$ cat src/design/cma_pkg.sv
// shared types and constants for the centered moving average block
// no dependencies; used by the top, datapath and controller modules of the block

package cma_pkg;

    localparam int MAX_HALF_WIDTH_DEF = 15;
    localparam int SAMPLE_BITS_DEF    = 16;
    localparam int CFG_BITS           = 5;
    localparam logic [CFG_BITS-1:0] WINDOW_WIDTH_RESET = 5'd3;

    typedef enum logic [3:0] {
        ST_IDLE,
        ST_READ_OLD,
        ST_UPDATE,
        ST_DECIDE,
        ST_DIVIDE,
        ST_EMIT_AVG,
        ST_EMIT_PASS,
        ST_FLUSH_READ,
        ST_EMIT_FLUSH
    } cma_state_t;

    typedef struct packed {
        logic accept;
        logic rd_old;
        logic update;
        logic decide;
        logic div_start;
        logic rd_back;
        logic rd_flush;
        logic load;
        logic load_avg;
        logic clear;
    } cma_cmd_t;

    typedef struct packed {
        logic gt_h;
        logic ge_win;
        logic m_zero;
        logic last;
        logic div_done;
        logic out_free;
    } cma_stat_t;

endpackage

$ cat src/design/centered_moving_average_top.sv
// Centered moving average over blocks of signed samples. Each output is the
// mean, truncated toward zero, of the 2h+1 original samples centred on it,
// h = (window_width-1)/2 capped at MAX_HALF_WIDTH; the first and last h
// samples of a block, and all samples of a block shorter than the window,
// pass through with was_averaged low. Output lags input by h samples and the
// last flag flushes the held tail, oldest first. One item is processed at a
// time. An averaged output waits for the bit-serial divider, which produces
// one quotient bit per cycle; flushed samples are read one after another
// through the single read port of the sample ring, and a stalled output
// holds the block until it is taken.
// A window_width write clears the partial block and must be made while idle.
// depends on cma_pkg, cma_ctrl and cma_datapath

module centered_moving_average_top #(
    parameter int MAX_HALF_WIDTH = cma_pkg::MAX_HALF_WIDTH_DEF,
    parameter int SAMPLE_BITS    = cma_pkg::SAMPLE_BITS_DEF
) (
    input  logic                          aclk,
    input  logic                          aresetn,
    input  logic                          cfg_valid,
    output logic                          cfg_ready,
    input  logic [cma_pkg::CFG_BITS-1:0]  cfg_window_width,
    input  logic                          s_valid,
    output logic                          s_ready,
    input  logic signed [SAMPLE_BITS-1:0] s_sample_in,
    input  logic                          s_last_in,
    output logic                          m_valid,
    input  logic                          m_ready,
    output logic signed [SAMPLE_BITS-1:0] m_sample_out,
    output logic                          m_was_averaged,
    output logic                          m_last_out
);

    cma_pkg::cma_cmd_t  cmd;
    cma_pkg::cma_stat_t stat;

    assign cfg_ready = 1'b1;

    cma_ctrl u_ctrl (
        .aclk    (aclk),
        .aresetn (aresetn),
        .s_valid (s_valid),
        .s_ready (s_ready),
        .stat    (stat),
        .cmd     (cmd)
    );

    cma_datapath #(
        .MAX_HALF_WIDTH (MAX_HALF_WIDTH),
        .SAMPLE_BITS    (SAMPLE_BITS)
    ) u_datapath (
        .aclk             (aclk),
        .aresetn          (aresetn),
        .cfg_valid        (cfg_valid),
        .cfg_window_width (cfg_window_width),
        .s_sample_in      (s_sample_in),
        .s_last_in        (s_last_in),
        .m_ready          (m_ready),
        .cmd              (cmd),
        .stat             (stat),
        .m_valid          (m_valid),
        .m_sample_out     (m_sample_out),
        .m_was_averaged   (m_was_averaged),
        .m_last_out       (m_last_out)
    );

endmodule

$ cat src/design/cma_ram.sv
// generic single write port, single read port ram with registered read
// no dependencies

module cma_ram #(
    parameter int WIDTH = 16,
    parameter int DEPTH = 31
) (
    input  logic                     aclk,
    input  logic                     we,
    input  logic [$clog2(DEPTH)-1:0] waddr,
    input  logic [WIDTH-1:0]         wdata,
    input  logic                     re,
    input  logic [$clog2(DEPTH)-1:0] raddr,
    output logic [WIDTH-1:0]         rdata
);

    logic [WIDTH-1:0] mem_reg [DEPTH];
    logic [WIDTH-1:0] rdata_reg;

    always_ff @(posedge aclk) begin
        if (we) begin
            mem_reg[waddr] <= wdata;
        end
        if (re) begin
            rdata_reg <= mem_reg[raddr];
        end
    end

    assign rdata = rdata_reg;

endmodule

$ cat src/design/cma_div.sv
// bit-serial signed divider, one quotient bit per cycle, truncates toward zero
// no dependencies

module cma_div #(
    parameter int DIVIDEND_BITS = 21,
    parameter int DIVISOR_BITS  = 5,
    parameter int RESULT_BITS   = 16
) (
    input  logic                            aclk,
    input  logic                            aresetn,
    input  logic                            start,
    input  logic signed [DIVIDEND_BITS-1:0] dividend,
    input  logic [DIVISOR_BITS-1:0]         divisor,
    output logic                            done,
    output logic signed [RESULT_BITS-1:0]   quotient
);

    localparam int CNT_BITS = $clog2(DIVIDEND_BITS + 1);

    logic                     busy_reg, busy_next;
    logic                     done_reg, done_next;
    logic [CNT_BITS-1:0]      cnt_reg, cnt_next;
    logic [DIVISOR_BITS-1:0]  rem_reg, rem_next;
    logic [DIVIDEND_BITS-1:0] quo_reg, quo_next;
    logic [DIVISOR_BITS-1:0]  dsr_reg, dsr_next;
    logic                     neg_reg, neg_next;
    logic [DIVISOR_BITS:0]    shifted;
    logic [DIVISOR_BITS:0]    diff;
    logic                     fits;
    logic [DIVIDEND_BITS-1:0] signed_quo;

    always_comb begin
        shifted = {rem_reg, quo_reg[DIVIDEND_BITS-1]};
        diff    = shifted - {1'b0, dsr_reg};
        fits    = shifted >= {1'b0, dsr_reg};
    end

    always_comb begin
        busy_next = busy_reg;
        done_next = 1'b0;
        cnt_next  = cnt_reg;
        rem_next  = rem_reg;
        quo_next  = quo_reg;
        dsr_next  = dsr_reg;
        neg_next  = neg_reg;
        if (start) begin
            busy_next = 1'b1;
            cnt_next  = CNT_BITS'(DIVIDEND_BITS);
            rem_next  = '0;
            quo_next  = dividend[DIVIDEND_BITS-1] ? DIVIDEND_BITS'(-dividend)
                                                  : DIVIDEND_BITS'(dividend);
            dsr_next  = divisor;
            neg_next  = dividend[DIVIDEND_BITS-1];
        end else if (busy_reg) begin
            rem_next = fits ? diff[DIVISOR_BITS-1:0] : shifted[DIVISOR_BITS-1:0];
            quo_next = {quo_reg[DIVIDEND_BITS-2:0], fits};
            cnt_next = cnt_reg - CNT_BITS'(1);
            if (cnt_reg == CNT_BITS'(1)) begin
                busy_next = 1'b0;
                done_next = 1'b1;
            end
        end
    end

    always_ff @(posedge aclk) begin
        if (!aresetn) begin
            busy_reg <= 1'b0;
            done_reg <= 1'b0;
            cnt_reg  <= '0;
        end else begin
            busy_reg <= busy_next;
            done_reg <= done_next;
            cnt_reg  <= cnt_next;
        end
    end

    always_ff @(posedge aclk) begin
        rem_reg <= rem_next;
        quo_reg <= quo_next;
        dsr_reg <= dsr_next;
        neg_reg <= neg_next;
    end

    assign signed_quo = neg_reg ? DIVIDEND_BITS'(-quo_reg) : quo_reg;
    assign quotient   = signed_quo[RESULT_BITS-1:0];
    assign done       = done_reg;

    assert property (@(posedge aclk) disable iff (!aresetn) start |-> !busy_reg)
        else $error("divider started while busy");
    assert property (@(posedge aclk) disable iff (!aresetn) done_reg |-> !busy_reg)
        else $error("divider done while still busy");

endmodule

$ cat src/design/cma_datapath.sv
// datapath: sample ring, running sum, block count, flush counter, output register
// depends on cma_pkg, cma_ram and cma_div

module cma_datapath #(
    parameter int MAX_HALF_WIDTH = cma_pkg::MAX_HALF_WIDTH_DEF,
    parameter int SAMPLE_BITS    = cma_pkg::SAMPLE_BITS_DEF
) (
    input  logic                                aclk,
    input  logic                                aresetn,
    input  logic                                cfg_valid,
    input  logic [cma_pkg::CFG_BITS-1:0]        cfg_window_width,
    input  logic signed [SAMPLE_BITS-1:0]       s_sample_in,
    input  logic                                s_last_in,
    input  logic                                m_ready,
    input  cma_pkg::cma_cmd_t                   cmd,
    output cma_pkg::cma_stat_t                  stat,
    output logic                                m_valid,
    output logic signed [SAMPLE_BITS-1:0]       m_sample_out,
    output logic                                m_was_averaged,
    output logic                                m_last_out
);

    localparam int RING_DEPTH = 2 * MAX_HALF_WIDTH + 1;
    localparam int ADDR_BITS  = $clog2(RING_DEPTH);
    localparam int IDX_BITS   = ADDR_BITS + 1;
    localparam int HALF_BITS  = $clog2(MAX_HALF_WIDTH + 1);
    localparam int COUNT_BITS = HALF_BITS + 1;
    localparam int SUM_BITS   = SAMPLE_BITS + $clog2(RING_DEPTH);

    logic [cma_pkg::CFG_BITS-1:0]  width_reg, width_next;
    logic [COUNT_BITS-1:0]         count_reg, count_next;
    logic [ADDR_BITS-1:0]          ws_reg, ws_next;
    logic signed [SUM_BITS-1:0]    sum_reg, sum_next;
    logic [HALF_BITS-1:0]          m_reg, m_next;
    logic signed [SAMPLE_BITS-1:0] x_reg, x_next;
    logic                          last_reg, last_next;
    logic                          m_valid_reg, m_valid_next;
    logic signed [SAMPLE_BITS-1:0] m_sample_reg, m_sample_next;
    logic                          m_avg_reg, m_avg_next;
    logic                          m_last_reg, m_last_next;

    logic [cma_pkg::CFG_BITS-1:0]  h_raw;
    logic [HALF_BITS-1:0]          h;
    logic [COUNT_BITS-1:0]         win;
    logic                          ge_win;
    logic                          out_free;
    logic [IDX_BITS-1:0]           offset;
    logic [IDX_BITS-1:0]           addr_sum;
    logic [ADDR_BITS-1:0]          raddr;
    logic                          re;
    logic signed [SAMPLE_BITS-1:0] rdata;
    logic signed [SUM_BITS-1:0]    x_ext;
    logic signed [SUM_BITS-1:0]    old_ext;
    logic                          div_done;
    logic signed [SAMPLE_BITS-1:0] div_q;

    // half width and window from the width register
    always_comb begin
        h_raw = (width_reg == '0) ? '0
              : (width_reg - cma_pkg::CFG_BITS'(1)) >> 1;
        h     = (int'(h_raw) > MAX_HALF_WIDTH) ? HALF_BITS'(MAX_HALF_WIDTH)
                                               : HALF_BITS'(h_raw);
        win   = {h, 1'b1};
        ge_win = count_reg >= win;
    end

    // ring read address: oldest sample, back(h) or back(m-1)
    always_comb begin
        if (cmd.rd_old) begin
            offset = IDX_BITS'(win);
        end else if (cmd.rd_back) begin
            offset = IDX_BITS'(h) + IDX_BITS'(1);
        end else begin
            offset = IDX_BITS'(m_reg);
        end
        addr_sum = IDX_BITS'(ws_reg) + IDX_BITS'(RING_DEPTH) - offset;
        raddr    = (addr_sum >= IDX_BITS'(RING_DEPTH))
                 ? ADDR_BITS'(addr_sum - IDX_BITS'(RING_DEPTH))
                 : ADDR_BITS'(addr_sum);
        re       = cmd.rd_old | cmd.rd_back | cmd.rd_flush;
    end

    assign x_ext   = {{(SUM_BITS - SAMPLE_BITS){x_reg[SAMPLE_BITS-1]}}, x_reg};
    assign old_ext = {{(SUM_BITS - SAMPLE_BITS){rdata[SAMPLE_BITS-1]}}, rdata};
    assign out_free = !m_valid_reg || m_ready;

    cma_ram #(
        .WIDTH (SAMPLE_BITS),
        .DEPTH (RING_DEPTH)
    ) u_ring (
        .aclk  (aclk),
        .we    (cmd.update),
        .waddr (ws_reg),
        .wdata (x_reg),
        .re    (re),
        .raddr (raddr),
        .rdata (rdata)
    );

    cma_div #(
        .DIVIDEND_BITS (SUM_BITS),
        .DIVISOR_BITS  (COUNT_BITS),
        .RESULT_BITS   (SAMPLE_BITS)
    ) u_div (
        .aclk     (aclk),
        .aresetn  (aresetn),
        .start    (cmd.div_start),
        .dividend (sum_reg),
        .divisor  (win),
        .done     (div_done),
        .quotient (div_q)
    );

    always_comb begin
        width_next = width_reg;
        count_next = count_reg;
        ws_next    = ws_reg;
        sum_next   = sum_reg;
        m_next     = m_reg;
        x_next     = x_reg;
        last_next  = last_reg;
        if (cmd.accept) begin
            x_next    = s_sample_in;
            last_next = s_last_in;
        end
        if (cmd.update) begin
            sum_next = sum_reg - (ge_win ? old_ext : '0) + x_ext;
            ws_next  = (ws_reg == ADDR_BITS'(RING_DEPTH - 1)) ? '0
                                                              : ws_reg + ADDR_BITS'(1);
            if (!ge_win) begin
                count_next = count_reg + COUNT_BITS'(1);
            end
        end
        if (cmd.decide) begin
            m_next = (count_reg < COUNT_BITS'(h)) ? HALF_BITS'(count_reg) : h;
        end
        if (cmd.rd_flush) begin
            m_next = m_reg - HALF_BITS'(1);
        end
        if (cmd.clear || cfg_valid) begin
            count_next = '0;
            ws_next    = '0;
            sum_next   = '0;
        end
        if (cfg_valid) begin
            width_next = cfg_window_width;
        end
    end

    always_comb begin
        m_valid_next  = m_valid_reg;
        m_sample_next = m_sample_reg;
        m_avg_next    = m_avg_reg;
        m_last_next   = m_last_reg;
        if (cmd.load) begin
            m_valid_next  = 1'b1;
            m_sample_next = cmd.load_avg ? div_q : rdata;
            m_avg_next    = cmd.load_avg;
            m_last_next   = last_reg && (m_reg == '0);
        end else if (m_ready) begin
            m_valid_next = 1'b0;
        end
    end

    always_ff @(posedge aclk) begin
        if (!aresetn) begin
            width_reg   <= cma_pkg::WINDOW_WIDTH_RESET;
            count_reg   <= '0;
            ws_reg      <= '0;
            sum_reg     <= '0;
            m_reg       <= '0;
            last_reg    <= 1'b0;
            m_valid_reg <= 1'b0;
        end else begin
            width_reg   <= width_next;
            count_reg   <= count_next;
            ws_reg      <= ws_next;
            sum_reg     <= sum_next;
            m_reg       <= m_next;
            last_reg    <= last_next;
            m_valid_reg <= m_valid_next;
        end
    end

    always_ff @(posedge aclk) begin
        x_reg        <= x_next;
        m_sample_reg <= m_sample_next;
        m_avg_reg    <= m_avg_next;
        m_last_reg   <= m_last_next;
    end

    always_comb begin
        stat.gt_h     = count_reg > COUNT_BITS'(h);
        stat.ge_win   = ge_win;
        stat.m_zero   = m_reg == '0;
        stat.last     = last_reg;
        stat.div_done = div_done;
        stat.out_free = out_free;
    end

    assign m_valid        = m_valid_reg;
    assign m_sample_out   = m_sample_reg;
    assign m_was_averaged = m_avg_reg;
    assign m_last_out     = m_last_reg;

    assert property (@(posedge aclk) disable iff (!aresetn) count_reg <= win)
        else $error("block count beyond window");
    assert property (@(posedge aclk) disable iff (!aresetn)
        (count_reg == '0) |-> (sum_reg == '0))
        else $error("running sum nonzero on empty block");
    assert property (@(posedge aclk) disable iff (!aresetn) cmd.load |-> out_free)
        else $error("output register overwritten");

endmodule

$ cat src/design/cma_ctrl.sv
// controller state machine sequencing ring access, divide, emit and flush
// depends on cma_pkg

module cma_ctrl (
    input  logic               aclk,
    input  logic               aresetn,
    input  logic               s_valid,
    output logic               s_ready,
    input  cma_pkg::cma_stat_t stat,
    output cma_pkg::cma_cmd_t  cmd
);

    cma_pkg::cma_state_t state_reg, state_next;

    always_comb begin
        state_next = state_reg;
        unique case (state_reg)
            cma_pkg::ST_IDLE: begin
                if (s_valid) begin
                    state_next = cma_pkg::ST_READ_OLD;
                end
            end
            cma_pkg::ST_READ_OLD: begin
                state_next = cma_pkg::ST_UPDATE;
            end
            cma_pkg::ST_UPDATE: begin
                state_next = cma_pkg::ST_DECIDE;
            end
            cma_pkg::ST_DECIDE: begin
                if (stat.gt_h) begin
                    state_next = stat.ge_win ? cma_pkg::ST_DIVIDE : cma_pkg::ST_EMIT_PASS;
                end else if (stat.last) begin
                    state_next = cma_pkg::ST_FLUSH_READ;
                end else begin
                    state_next = cma_pkg::ST_IDLE;
                end
            end
            cma_pkg::ST_DIVIDE: begin
                if (stat.div_done) begin
                    state_next = cma_pkg::ST_EMIT_AVG;
                end
            end
            cma_pkg::ST_EMIT_AVG, cma_pkg::ST_EMIT_PASS: begin
                if (stat.out_free) begin
                    if (stat.last && !stat.m_zero) begin
                        state_next = cma_pkg::ST_FLUSH_READ;
                    end else begin
                        state_next = cma_pkg::ST_IDLE;
                    end
                end
            end
            cma_pkg::ST_FLUSH_READ: begin
                state_next = cma_pkg::ST_EMIT_FLUSH;
            end
            cma_pkg::ST_EMIT_FLUSH: begin
                if (stat.out_free) begin
                    state_next = stat.m_zero ? cma_pkg::ST_IDLE : cma_pkg::ST_FLUSH_READ;
                end
            end
            default: begin
                state_next = cma_pkg::ST_IDLE;
            end
        endcase
    end

    always_comb begin
        cmd     = '0;
        s_ready = 1'b0;
        unique case (state_reg)
            cma_pkg::ST_IDLE: begin
                s_ready    = 1'b1;
                cmd.accept = s_valid;
            end
            cma_pkg::ST_READ_OLD: begin
                cmd.rd_old = 1'b1;
            end
            cma_pkg::ST_UPDATE: begin
                cmd.update = 1'b1;
            end
            cma_pkg::ST_DECIDE: begin
                cmd.decide    = 1'b1;
                cmd.div_start = stat.gt_h && stat.ge_win;
                cmd.rd_back   = stat.gt_h && !stat.ge_win;
            end
            cma_pkg::ST_DIVIDE: begin
                cmd = '0;
            end
            cma_pkg::ST_EMIT_AVG: begin
                cmd.load     = stat.out_free;
                cmd.load_avg = stat.out_free;
                cmd.clear    = stat.out_free && stat.last && stat.m_zero;
            end
            cma_pkg::ST_EMIT_PASS: begin
                cmd.load  = stat.out_free;
                cmd.clear = stat.out_free && stat.last && stat.m_zero;
            end
            cma_pkg::ST_FLUSH_READ: begin
                cmd.rd_flush = 1'b1;
            end
            cma_pkg::ST_EMIT_FLUSH: begin
                cmd.load  = stat.out_free;
                cmd.clear = stat.out_free && stat.m_zero;
            end
            default: begin
                cmd = '0;
            end
        endcase
    end

    always_ff @(posedge aclk) begin
        if (!aresetn) begin
            state_reg <= cma_pkg::ST_IDLE;
        end else begin
            state_reg <= state_next;
        end
    end

endmodule

$ cat config.mk
export PLATFORM = sky130hd
export DESIGN_NAME = centered_moving_average_top
export DESIGN_NICKNAME = d
export VERILOG_FILES = /design/src/design/cma_pkg.sv /design/src/design/centered_moving_average_top.sv /design/src/design/cma_ram.sv /design/src/design/cma_div.sv /design/src/design/cma_datapath.sv /design/src/design/cma_ctrl.sv
export SDC_FILE = /design/constraint.sdc
export NUM_CORES = 1
export LEC_CHECK = 0
export BUFFER_PORTS_ARGS = -buffer_cell sky130_fd_sc_hd__buf_2
export CORE_MARGIN = 1
export CORE_UTILIZATION = 50
export DETAILED_ROUTE_END_ITERATION = 10
export GPL_TIMING_DRIVEN = 0
export PLACE_DENSITY = 0.62
export SYNTH_ARGS = -nofsm -noshare
export SYNTH_HDL_FRONTEND = slang
export SYNTH_HIERARCHICAL = 1
export SYNTH_SLANG_ARGS = --single-unit
$ cat constraint.sdc
create_clock -name aclk -period 11.28 [get_ports aclk]
set_input_delay 1.692 -clock aclk [delete_from_list [all_inputs] [get_ports aclk]]
set_output_delay 1.692 -clock aclk [all_outputs]
set_load 0.005 [all_outputs]
==> flow_summary.toml, run 1 <==
[grt]
grtUsageTotal = 0.2492
antenna_found_initial = 0
grt_pass1_vias = 16760
grt-ovfl-total = 0
grt_first_pass_wirelength_mm = 104.5
grt_max_degree = 34

[layout]
largest_register_ffs = 496
final_cells = 2812
syn_to_final_growth_pct = 14.43
fillers = 4332
drive_gt1_frac = 0.2088
design_area_um2 = 32420
antenna_cells = 0
fin_util = 0.5839
finalNetCount = 2109

[logic_synthesis]
syn_area_um2 = 28330
synth_cell_types = 100
synth_cells = 1863
yosys_most_used_dff = "edfxtp_1"
ys_seq_area_frac = 0.6483
ys_warn_count = 6
synth_fp_nets = 1963
synth_edf_count = 573
ys_ff_latch = 631
async_flop_share = 0
syn_avg_cell_area_um2 = 15.21

[routing]
wl_per_cell_um = 24.79
viasPerCell = 5.942
dr.pass1.iters = 6
drt_iter0_drc = 1503
drc_errors = 0
ant_nets = 0
routed_wirelength_mm = 69.72
vias = 16710

[critical_path]
critPathMaxStageDelay_ns = 0.61
crit_path_max_fanout = 10
cp-start-kind = "flip-flop"
cp.required_ns = 11.57
worst-endpoint-arrival_ns = 8.28
criticalPathCategory = "reg -> reg"
cp_top_family = "compound AO/OA/AOI/OAI gates"
critPathCaptureType = "flip-flop"
cp_slowest_cell = "a21oi_1"
path_buf_inv = 8

[sta]
layout_setup_ws_ns = 3.290
setup_viol = 0
report.final.slew_viol_count = 0
clock_skew_ns = 0.01766
holdWs_ns = 0.5017
fmax_mhz = 125.2
hold_viol = 0
tns_ns = 0
rsz0062_at_grt = "no"
worst_pin_slew_ns = 1.403
fin_crit_ns = 7.990
max_slew_margin = 0.06470
fin_crit_sh = 0.7083

[cts]
cts_inserted_buffers = 68
clk_path_buf_depth = 3
clk_latency_ns = 0.61
clk_pin_slew_ns = 0.05
cts_tree = "built"
cts_resized = 0
hold_buffers = 0
cts_setup_buffers = 0
htreeDepth = 3
root_buffer = "clkbuf_16"
cts.sinks = 631

[pwr]
total_power_mw = 6.781
ir_drop_mv = 0.1293
p_leak_nw = 11.10
cellPowerDensity_nw_per_um2 = 209.2

[hold_path]
hold_path_class = "reg -> reg"

[floorplan]
die_h_um = 240.0
die_x_um = 240.0
die-area_um2 = 57620
coreArea_um2 = 55520
ios = 48
start_util = 0.5103
num_rows = 86

[placement]
io_buffers = 45
routabilityCongestion = 0.9137
place_ws_ns = 3.197
placed_cells = 2682
place_area_um2 = 29970
place_hpwl_mm = 47.46

[status]
status = "completed"

[job]
cap_violations = 0
[synth_stat cells (all sizes together) (24+ instances only)]
master / number / area share
a21oi: 61 / 0.011
a22oi: 24 / 0.0064
a31oi: 25 / 0.0055
buf: 63 / 0.017
clkbuf: 34 / 0.0045
dfxtp: 58 / 0.041
edfxtp: 573 / 0.61
ha: 51 / 0.023
inv: 108 / 0.014
mux2: 42 / 0.017
mux2i: 62 / 0.022
mux4: 91 / 0.073
nand2: 79 / 0.010
nand3: 28 / 0.0049
nor2: 118 / 0.016
o21ai: 57 / 0.010
xnor2: 37 / 0.011
xor2: 27 / 0.0083
[layer usage]
layer	part of all wire	track usage	wire length, um
met5	0	0	0
met1	0.42	0.3392	29390
met3	0.062	0.04064	4350
met4	0.038	0.09554	2658
met2	0.48	0.4029	33320
[cell type report]
type                            instances  area (um2)  area share
Clock buffer                           89        1844     0.05688
Multi-Input combinational cell       1027        9022      0.2783
Inverter                              108       405.4     0.01250
Sequential cell                       631       18370      0.5665
Tap cell                              748       935.9     0.02887
Clock inverter                         36       461.7     0.01424
Buffer                                 97       621.8     0.01918
Timing Repair Buffer                   76       762.0     0.02350
[worst paths after layout]
kind | start | end | slack (ns) | cells past startpoint
worst max-delay path | u_datapath/width_reg[0]$_SDFFE_PN1P_ | u_datapath/u_ring/rdata[2]$_DFFE_PP_ | 3.29 | 28
worst min-delay path | u_datapath/u_div/cnt_reg[1]$_SDFFE_PP0P_ | u_datapath/u_div/cnt_reg[1]$_SDFFE_PP0P_ | 0.50 | 2
worst max register to register | u_datapath/width_reg[0]$_SDFFE_PN1P_ | u_datapath/u_ring/rdata[2]$_DFFE_PP_ | 3.29 | 28
worst min register to register | u_datapath/u_div/cnt_reg[1]$_SDFFE_PP0P_ | u_datapath/u_div/cnt_reg[1]$_SDFFE_PP0P_ | 0.50 | 2
[worst min-delay path: stages (launching register included)]
cell	delay, ns
dfxtp_1	0.32
nor2_1	0.09
a211oi_1	0.05
[power breakdown]
group / switching, mW / total [mW] / internal (mW)
clock network: 0.910 / 2.30 / 1.39
registers: 0.0823 / 2.72 / 2.63
logic: 1.03 / 1.77 / 0.735
total: 2.02 / 6.78 / 4.76
[logic make-up (layout without fill, tap and decap cells)]
kind of cell    count (synthesis)  after routing  synth area share
xor+xnor                       64             64           0.01978
flops                         631            631            0.6483
other cells                     2              2         0.0002651
simple gates                  389            389           0.07150
mux                           195            195            0.1116
buf+inv                       205            406           0.03626
compound gates                303            303           0.07392
fa+ha+maj                      74             74           0.03842
[cell usage in the layout, fill, tap and decap left out, types with 12 or more instances in the layout]
master	synthesis	routed
nand2b_1	15	15
mux2i_1	62	62
buf_2	29	74
o21ai_1	22	22
dfxtp_1	58	58
nand2_1	79	79
a31oi_1	25	25
and3_1	16	16
nand4_1	22	22
o21ai_0	33	33
ha_1	51	51
buf_8	1	25
mux2_2	40	40
nand3b_1	15	15
clkbuf_16	0	71
nand3_1	28	28
xnor2_1	37	37
buf_4	12	12
nor2_1	116	85
o22ai_1	23	23
a21oi_1	59	59
a22oi_1	24	24
xor2_1	27	27
edfxtp_1	573	573
inv_1	106	106
and2_1	19	19
clkbuf_1	33	51
nor2_2	2	33
buf_6	11	12
nor3_1	13	13
nor2b_1	15	15
fa_1	22	22
a21o_1	13	13
mux4_2	87	87
Power figures use the tool's default switching activity.
==> run 2, diff against run 1 <==
Settings changed: ABC_AREA set to 1.
Clock period 11.28 ns to 8.2 ns, I/O delays scaled along.
==> flow_summary.toml, run 2 <==
[placement]
io_buffers = 46
routabilityCongestion = 0.9567
place_hpwl_mm = 59.71

[critical_path]
criticalPathCategory = "reg -> reg"
path_common_cell = "inv_1"
cp_slowest_cell = "buf_1"
critPathCaptureType = "flip-flop"
worst-endpoint-arrival_ns = 7.01
critPathMaxStageDelay_ns = 0.58
cp-start-kind = "flip-flop"
cp.required_ns = 8.55
crit_path_max_fanout = 10

[logic_synthesis]
synth_fp_nets = 3119
synth_cell_types = 51
synth_edf_count = 573
yosys.area.top_type = "edfxtp_1"
synth_cells = 3019
post-synth-top-area-fraction = 0.5767
syn_area_um2 = 29830
yosys_most_used_dff = "edfxtp_1"
synthTopCellsByArea = "edfxtp_1 (58%), nand2_1 (12%), nand3_1 (8.2%), dfxtp_1 (3.9%), inv_1 (3.3%)"
ys_ff_latch = 631
async_flop_share = 0
syn_avg_cell_area_um2 = 9.882
synth_common_cells = "nand2_1 (958), edfxtp_1 (573), nand3_1 (487)"
yosys.cell_count.top_type = "nand2_1"
ys_seq_area_frac = 0.6157
ys_warn_count = 6

[routing]
drt_iter0_drc = 2104
vias = 22110
routed_wirelength_mm = 83.32
wl_per_cell_um = 20.85
dr.pass1.iters = 6
viasPerCell = 5.530
ant_nets = 0
drc_errors = 0

[grt]
grt_max_degree = 33
grt-ovfl-total = 0
antenna_found_initial = 1
grt_pass1_vias = 20740
grt_first_pass_wirelength_mm = 123.9
grtUsageTotal = 0.2766

[cts]
cts_resized = 0
root_buffer = "clkbuf_16"
cts.sinks = 631
hold_buffers = 0
clk_latency_ns = 0.61
htreeDepth = 3
cts_setup_buffers = 0
cts_tree = "built"
cts_inserted_buffers = 68
clk_path_buf_depth = 3
clk_pin_slew_ns = 0.06

[floorplan]
coreArea_um2 = 59020
num_rows = 89
start_util = 0.5055
die_h_um = 246.3
die_x_um = 246.3
die-area_um2 = 60650
ios = 48

[sta]
report.final.slew_viol_count = 0
setup_viol = 0
hold_viol = 0
fmax_mhz = 150.0
max_slew_margin = 0.3139
fin_crit_sh = 0.8130
rsz0062_at_grt = "no"
tns_ns = 0
worst_pin_slew_ns = 1.028
clock_skew_ns = 0.01942
fin_crit_ns = 6.667

[layout]
drive_gt1_frac = 0.1170
final_common_cell = "nand2_1"
finalNetCount = 3272
largest_register_ffs = 496
layout_common_cells = "nand2_1 (958), edfxtp_1 (573), nand3_1 (487), inv_1 (265), nor2_1 (146)"
syn_to_final_growth_pct = 13.85

[status]
status = "completed"

[hold_path]
hold_path_class = "reg -> reg"

[job]
cap_violations = 0
[run 2: worst max-delay path, delay by kind of cell (launching register included)]
kind | cells | cell delay, ns
buffers and inverters | 9 | 1.68
AO/OA/AOI/OAI | 5 | 0.92
AND/OR/NAND/NOR | 16 | 1.95
flip-flops | 1 | 0.31
adder cells (fa/ha/maj) | 5 | 1.55
[run 2: metrics by stage]
stage,cells,instance area (um2),util,worst slack [ns],hold slack (ns)
finish,3997,33970,0.5755,1.533,0.4517
global route,3996,33960,0.5755,1.025,0.4699
CTS,3990,33830,0.5732,1.602,0.4568
detailed placement,3869,31710,0.5373,1.681,0.4448
global placement,3838,31030,0.5258,1.760,0.4365
floorplan,3019,29830,-,3.078,0.4187
[run 2: routing by layer]
metal  vias to the layer above  wire length [um]  global-route usage
met1                     10630             34270              0.3736
met3                       157              6218             0.03704
met4                         0              2987              0.1089
li1                      10410                 -                   -
met5                         -                 0                   0
met2                       908             39850              0.4525
[run 2: path summary, 6_finish.rpt]
| kind | to | from | slack, ns | depth (start not counted) |
|---|---|---|---|---|
| max reg2reg | u_datapath/u_ring/rdata[2]$_DFFE_PP_ | u_datapath/width_reg[0]$_SDFFE_PN1P_ | 1.53 | 35 |
| min | u_datapath/u_div/rem_reg[4]$_SDFFE_PP0P_ | u_datapath/u_div/rem_reg[4]$_SDFFE_PP0P_ | 0.45 | 2 |
| max | u_datapath/u_ring/rdata[2]$_DFFE_PP_ | u_datapath/width_reg[0]$_SDFFE_PN1P_ | 1.53 | 35 |
| min reg2reg | u_datapath/u_div/rem_reg[4]$_SDFFE_PP0P_ | u_datapath/u_div/rem_reg[4]$_SDFFE_PP0P_ | 0.45 | 2 |
[run 2: cell type report]
class | instances | area (um2)
fillers | 5078 | 25050
flip-flops and latches | 631 | 18370
multi-input cells | 1975 | 9689
clock buffers | 87 | 1804
inverters | 283 | 1070
well taps | 773 | 967.2
repair buffers | 83 | 965.9
plain buffers | 130 | 784.5
clock inverters | 34 | 314.1
diodes | 1 | 2.502
[run 2: cell families after synthesis]
group | synth area share
adders and majority gates | 0.03615
DFF | 0.6157
xor gates and xnor gates | 0.01023
and+or+nand+nor | 0.2445
muxes | 0.001132
AOI/OAI and AO/OA | 0.02994
other | 0.0002517
buffers and inverters | 0.06215
Power of run 2 is left out: the tool's default activity adds up to more than one toggle a clock period on the data nets, which glitch-free logic cannot reach.
==> run 3, diff against run 2 <==
Settings changed: PLACE_DENSITY 0.62 to 0.64.
Clock period 8.2 ns to 5.4 ns, I/O delays scaled along.
==> flow_summary.toml, run 3 (synthesis gave the netlist of run 2 again) <==
[critical_path]
path_common_cell = "nand2_2"
reg2reg_to = "u_datapath/u_ring/rdata[1]$_DFFE_PP_"
critPathMaxStageDelay_ns = 0.38
rrSetupSlack_ns = 0.07
r2r_start = "u_datapath/width_reg[1]$_SDFFE_PN1P_"
cp_top_family = "simple AND/OR/NAND/NOR gates"
worst-endpoint-arrival_ns = 5.68
cp_slowest_cell = "fa_2"
critPathCaptureType = "flip-flop"
path_buf_inv = 11
cp.required_ns = 5.76
cp.depth = 42
crit_path_max_fanout = 10
cp-start-kind = "flip-flop"
criticalPathCategory = "reg -> reg"
r2r_cells = 42

[cts]
clk_path_buf_depth = 3
clk_latency_ns = 0.62
cts.sinks = 631
cts_inserted_buffers = 68
clk_pin_slew_ns = 0.06
htreeDepth = 3
cts_tree = "built"
root_buffer = "clkbuf_16"

[layout]
finalNetCount = 3296
drive_gt1_frac = 0.2107
final_common_cell = "nand2_1"
syn_to_final_growth_pct = 20.37
fin_util = 0.6085
largest_register_ffs = 496
layout_common_cells = "nand2_1 (880), edfxtp_1 (573), nand3_1 (341), inv_1 (255), nor2_1 (144)"
fillers = 4776

[grt]
grtUsageTotal = 0.2784
grt-ovfl-total = 0
grt_pass1_vias = 21020
antenna_found_initial = 1
grt_first_pass_wirelength_mm = 125.0
grt_max_degree = 33

[placement]
routabilityCongestion = 0.9924
place_hpwl_mm = 59.50
io_buffers = 46

[hold_path]
min_from = "s_sample_in[11]"
hold_end = "u_datapath/x_reg[11]$_DFFE_PP_"
hold_path_class = "in -> reg"
whs_path_depth = 1

[sta]
clock_skew_ns = 0.02751
fin_crit_sh = 0.9864
report.final.slew_viol_count = 0
max_slew_margin = 0.04466
hold_viol = 0
fin_crit_ns = 5.326
setup_viol = 0
worst_pin_slew_ns = 1.433
fmax_mhz = 187.7
rsz0062_at_grt = "yes"

[routing]
wl_per_cell_um = 21.39
drt_iter0_drc = 2077
ant_nets = 0
drc_errors = 0
viasPerCell = 5.577
vias = 22420
dr.pass1.iters = 5
routed_wirelength_mm = 86.00

[floorplan]
coreArea_um2 = 59020
die_x_um = 246.3
die-area_um2 = 60650
ios = 48
start_util = 0.5055
die_h_um = 246.3
num_rows = 89

[status]
status = "completed"

[job]
cap_violations = 0
## run 3: cell count changes in the layout (fill, tap and decap cells not counted), sizes merged
cell	previous run	this run
inv	283	280
clkinvlp	0	1
clkbuf	107	120
buf	193	202
bufinv	3	6
clkinv	31	32
## run 3: routing by layer
| metal | vias up | routed length, um | global-route usage |
|---|---|---|---|
| met5 | - | 0 | 0 |
| met4 | 0 | 3012 | 0.1122 |
| met3 | 169 | 7022 | 0.04662 |
| met2 | 952 | 41570 | 0.4561 |
| met1 | 10830 | 34390 | 0.3685 |
| li1 | 10470 | - | - |
## run 3: worst max path at each step
| stage | start | end | slack [ns] |
|---|---|---|---|
| finish | u_datapath/width_reg[1]$_SDFFE_PN1P_ | u_datapath/u_ring/rdata[1]$_DFFE_PP_ | 0.07 |
| global route | u_datapath/width_reg[0]$_SDFFE_PN1P_ | u_datapath/u_ring/rdata[1]$_DFFE_PP_ | -0.22 |
| CTS | u_datapath/width_reg[1]$_SDFFE_PN1P_ | u_datapath/u_ring/rdata[7]$_DFFE_PP_ | 0.002 |
| detailed placement | u_datapath/width_reg[0]$_SDFFE_PN1P_ | u_datapath/u_ring/rdata[2]$_DFFE_PP_ | -1.21 |
| global placement | u_datapath/width_reg[0]$_SDFFE_PN1P_ | u_datapath/u_ring/rdata[2]$_DFFE_PP_ | -1.12 |
| floorplan | u_datapath/width_reg[0]$_SDFFE_PN1P_ | u_datapath/u_ring/rdata[13]$_DFFE_PP_ | 0.28 |
## run 3: layout make-up
type | count | area (um2) | share of cell area
antenna | 1 | 2.502 | 0.00006968
clock inverter | 36 | 404.1 | 0.01125
multi-input combinational | 1975 | 10970 | 0.3056
timing repair buffer | 109 | 1315 | 0.03662
tap | 773 | 967.2 | 0.02693
inverter | 283 | 1095 | 0.03049
clock buffer | 85 | 1765 | 0.04916
sequential | 631 | 18370 | 0.5116
buffer | 128 | 1016 | 0.02829
## run 3: timing repair
| item | 4_1_cts | 5_1_grt |
|---|---|---|
| gates resized for setup | 91 | 305 |
| setup endpoints to repair | 16 | 16 |
| setup buffers | 7 | 10 |
| hold buffers | 0 | 0 |
| pin swaps | 7 | 91 |
| gates cloned | 0 | 7 |
## run 3: through the flow
stage / hold WS [ns] / cell area, um2 / setup TNS [ns] / setup slack, ns / cells
final: 0.3804 / 35910 / 0 / 0.07369 / 4021
after global routing: 0.3594 / 35910 / -2.499 / -0.2183 / 4020
after CTS: 0.3570 / 34280 / 0 / 0.002304 / 3998
after detailed placement: 0.4424 / 31740 / -17.49 / -1.205 / 3871
after global placement: 0.4366 / 31030 / -16.14 / -1.122 / 3838
after floorplan: 0.4187 / 29830 / 0 / 0.2782 / 3019
Power of run 3 is left out for the same reason.
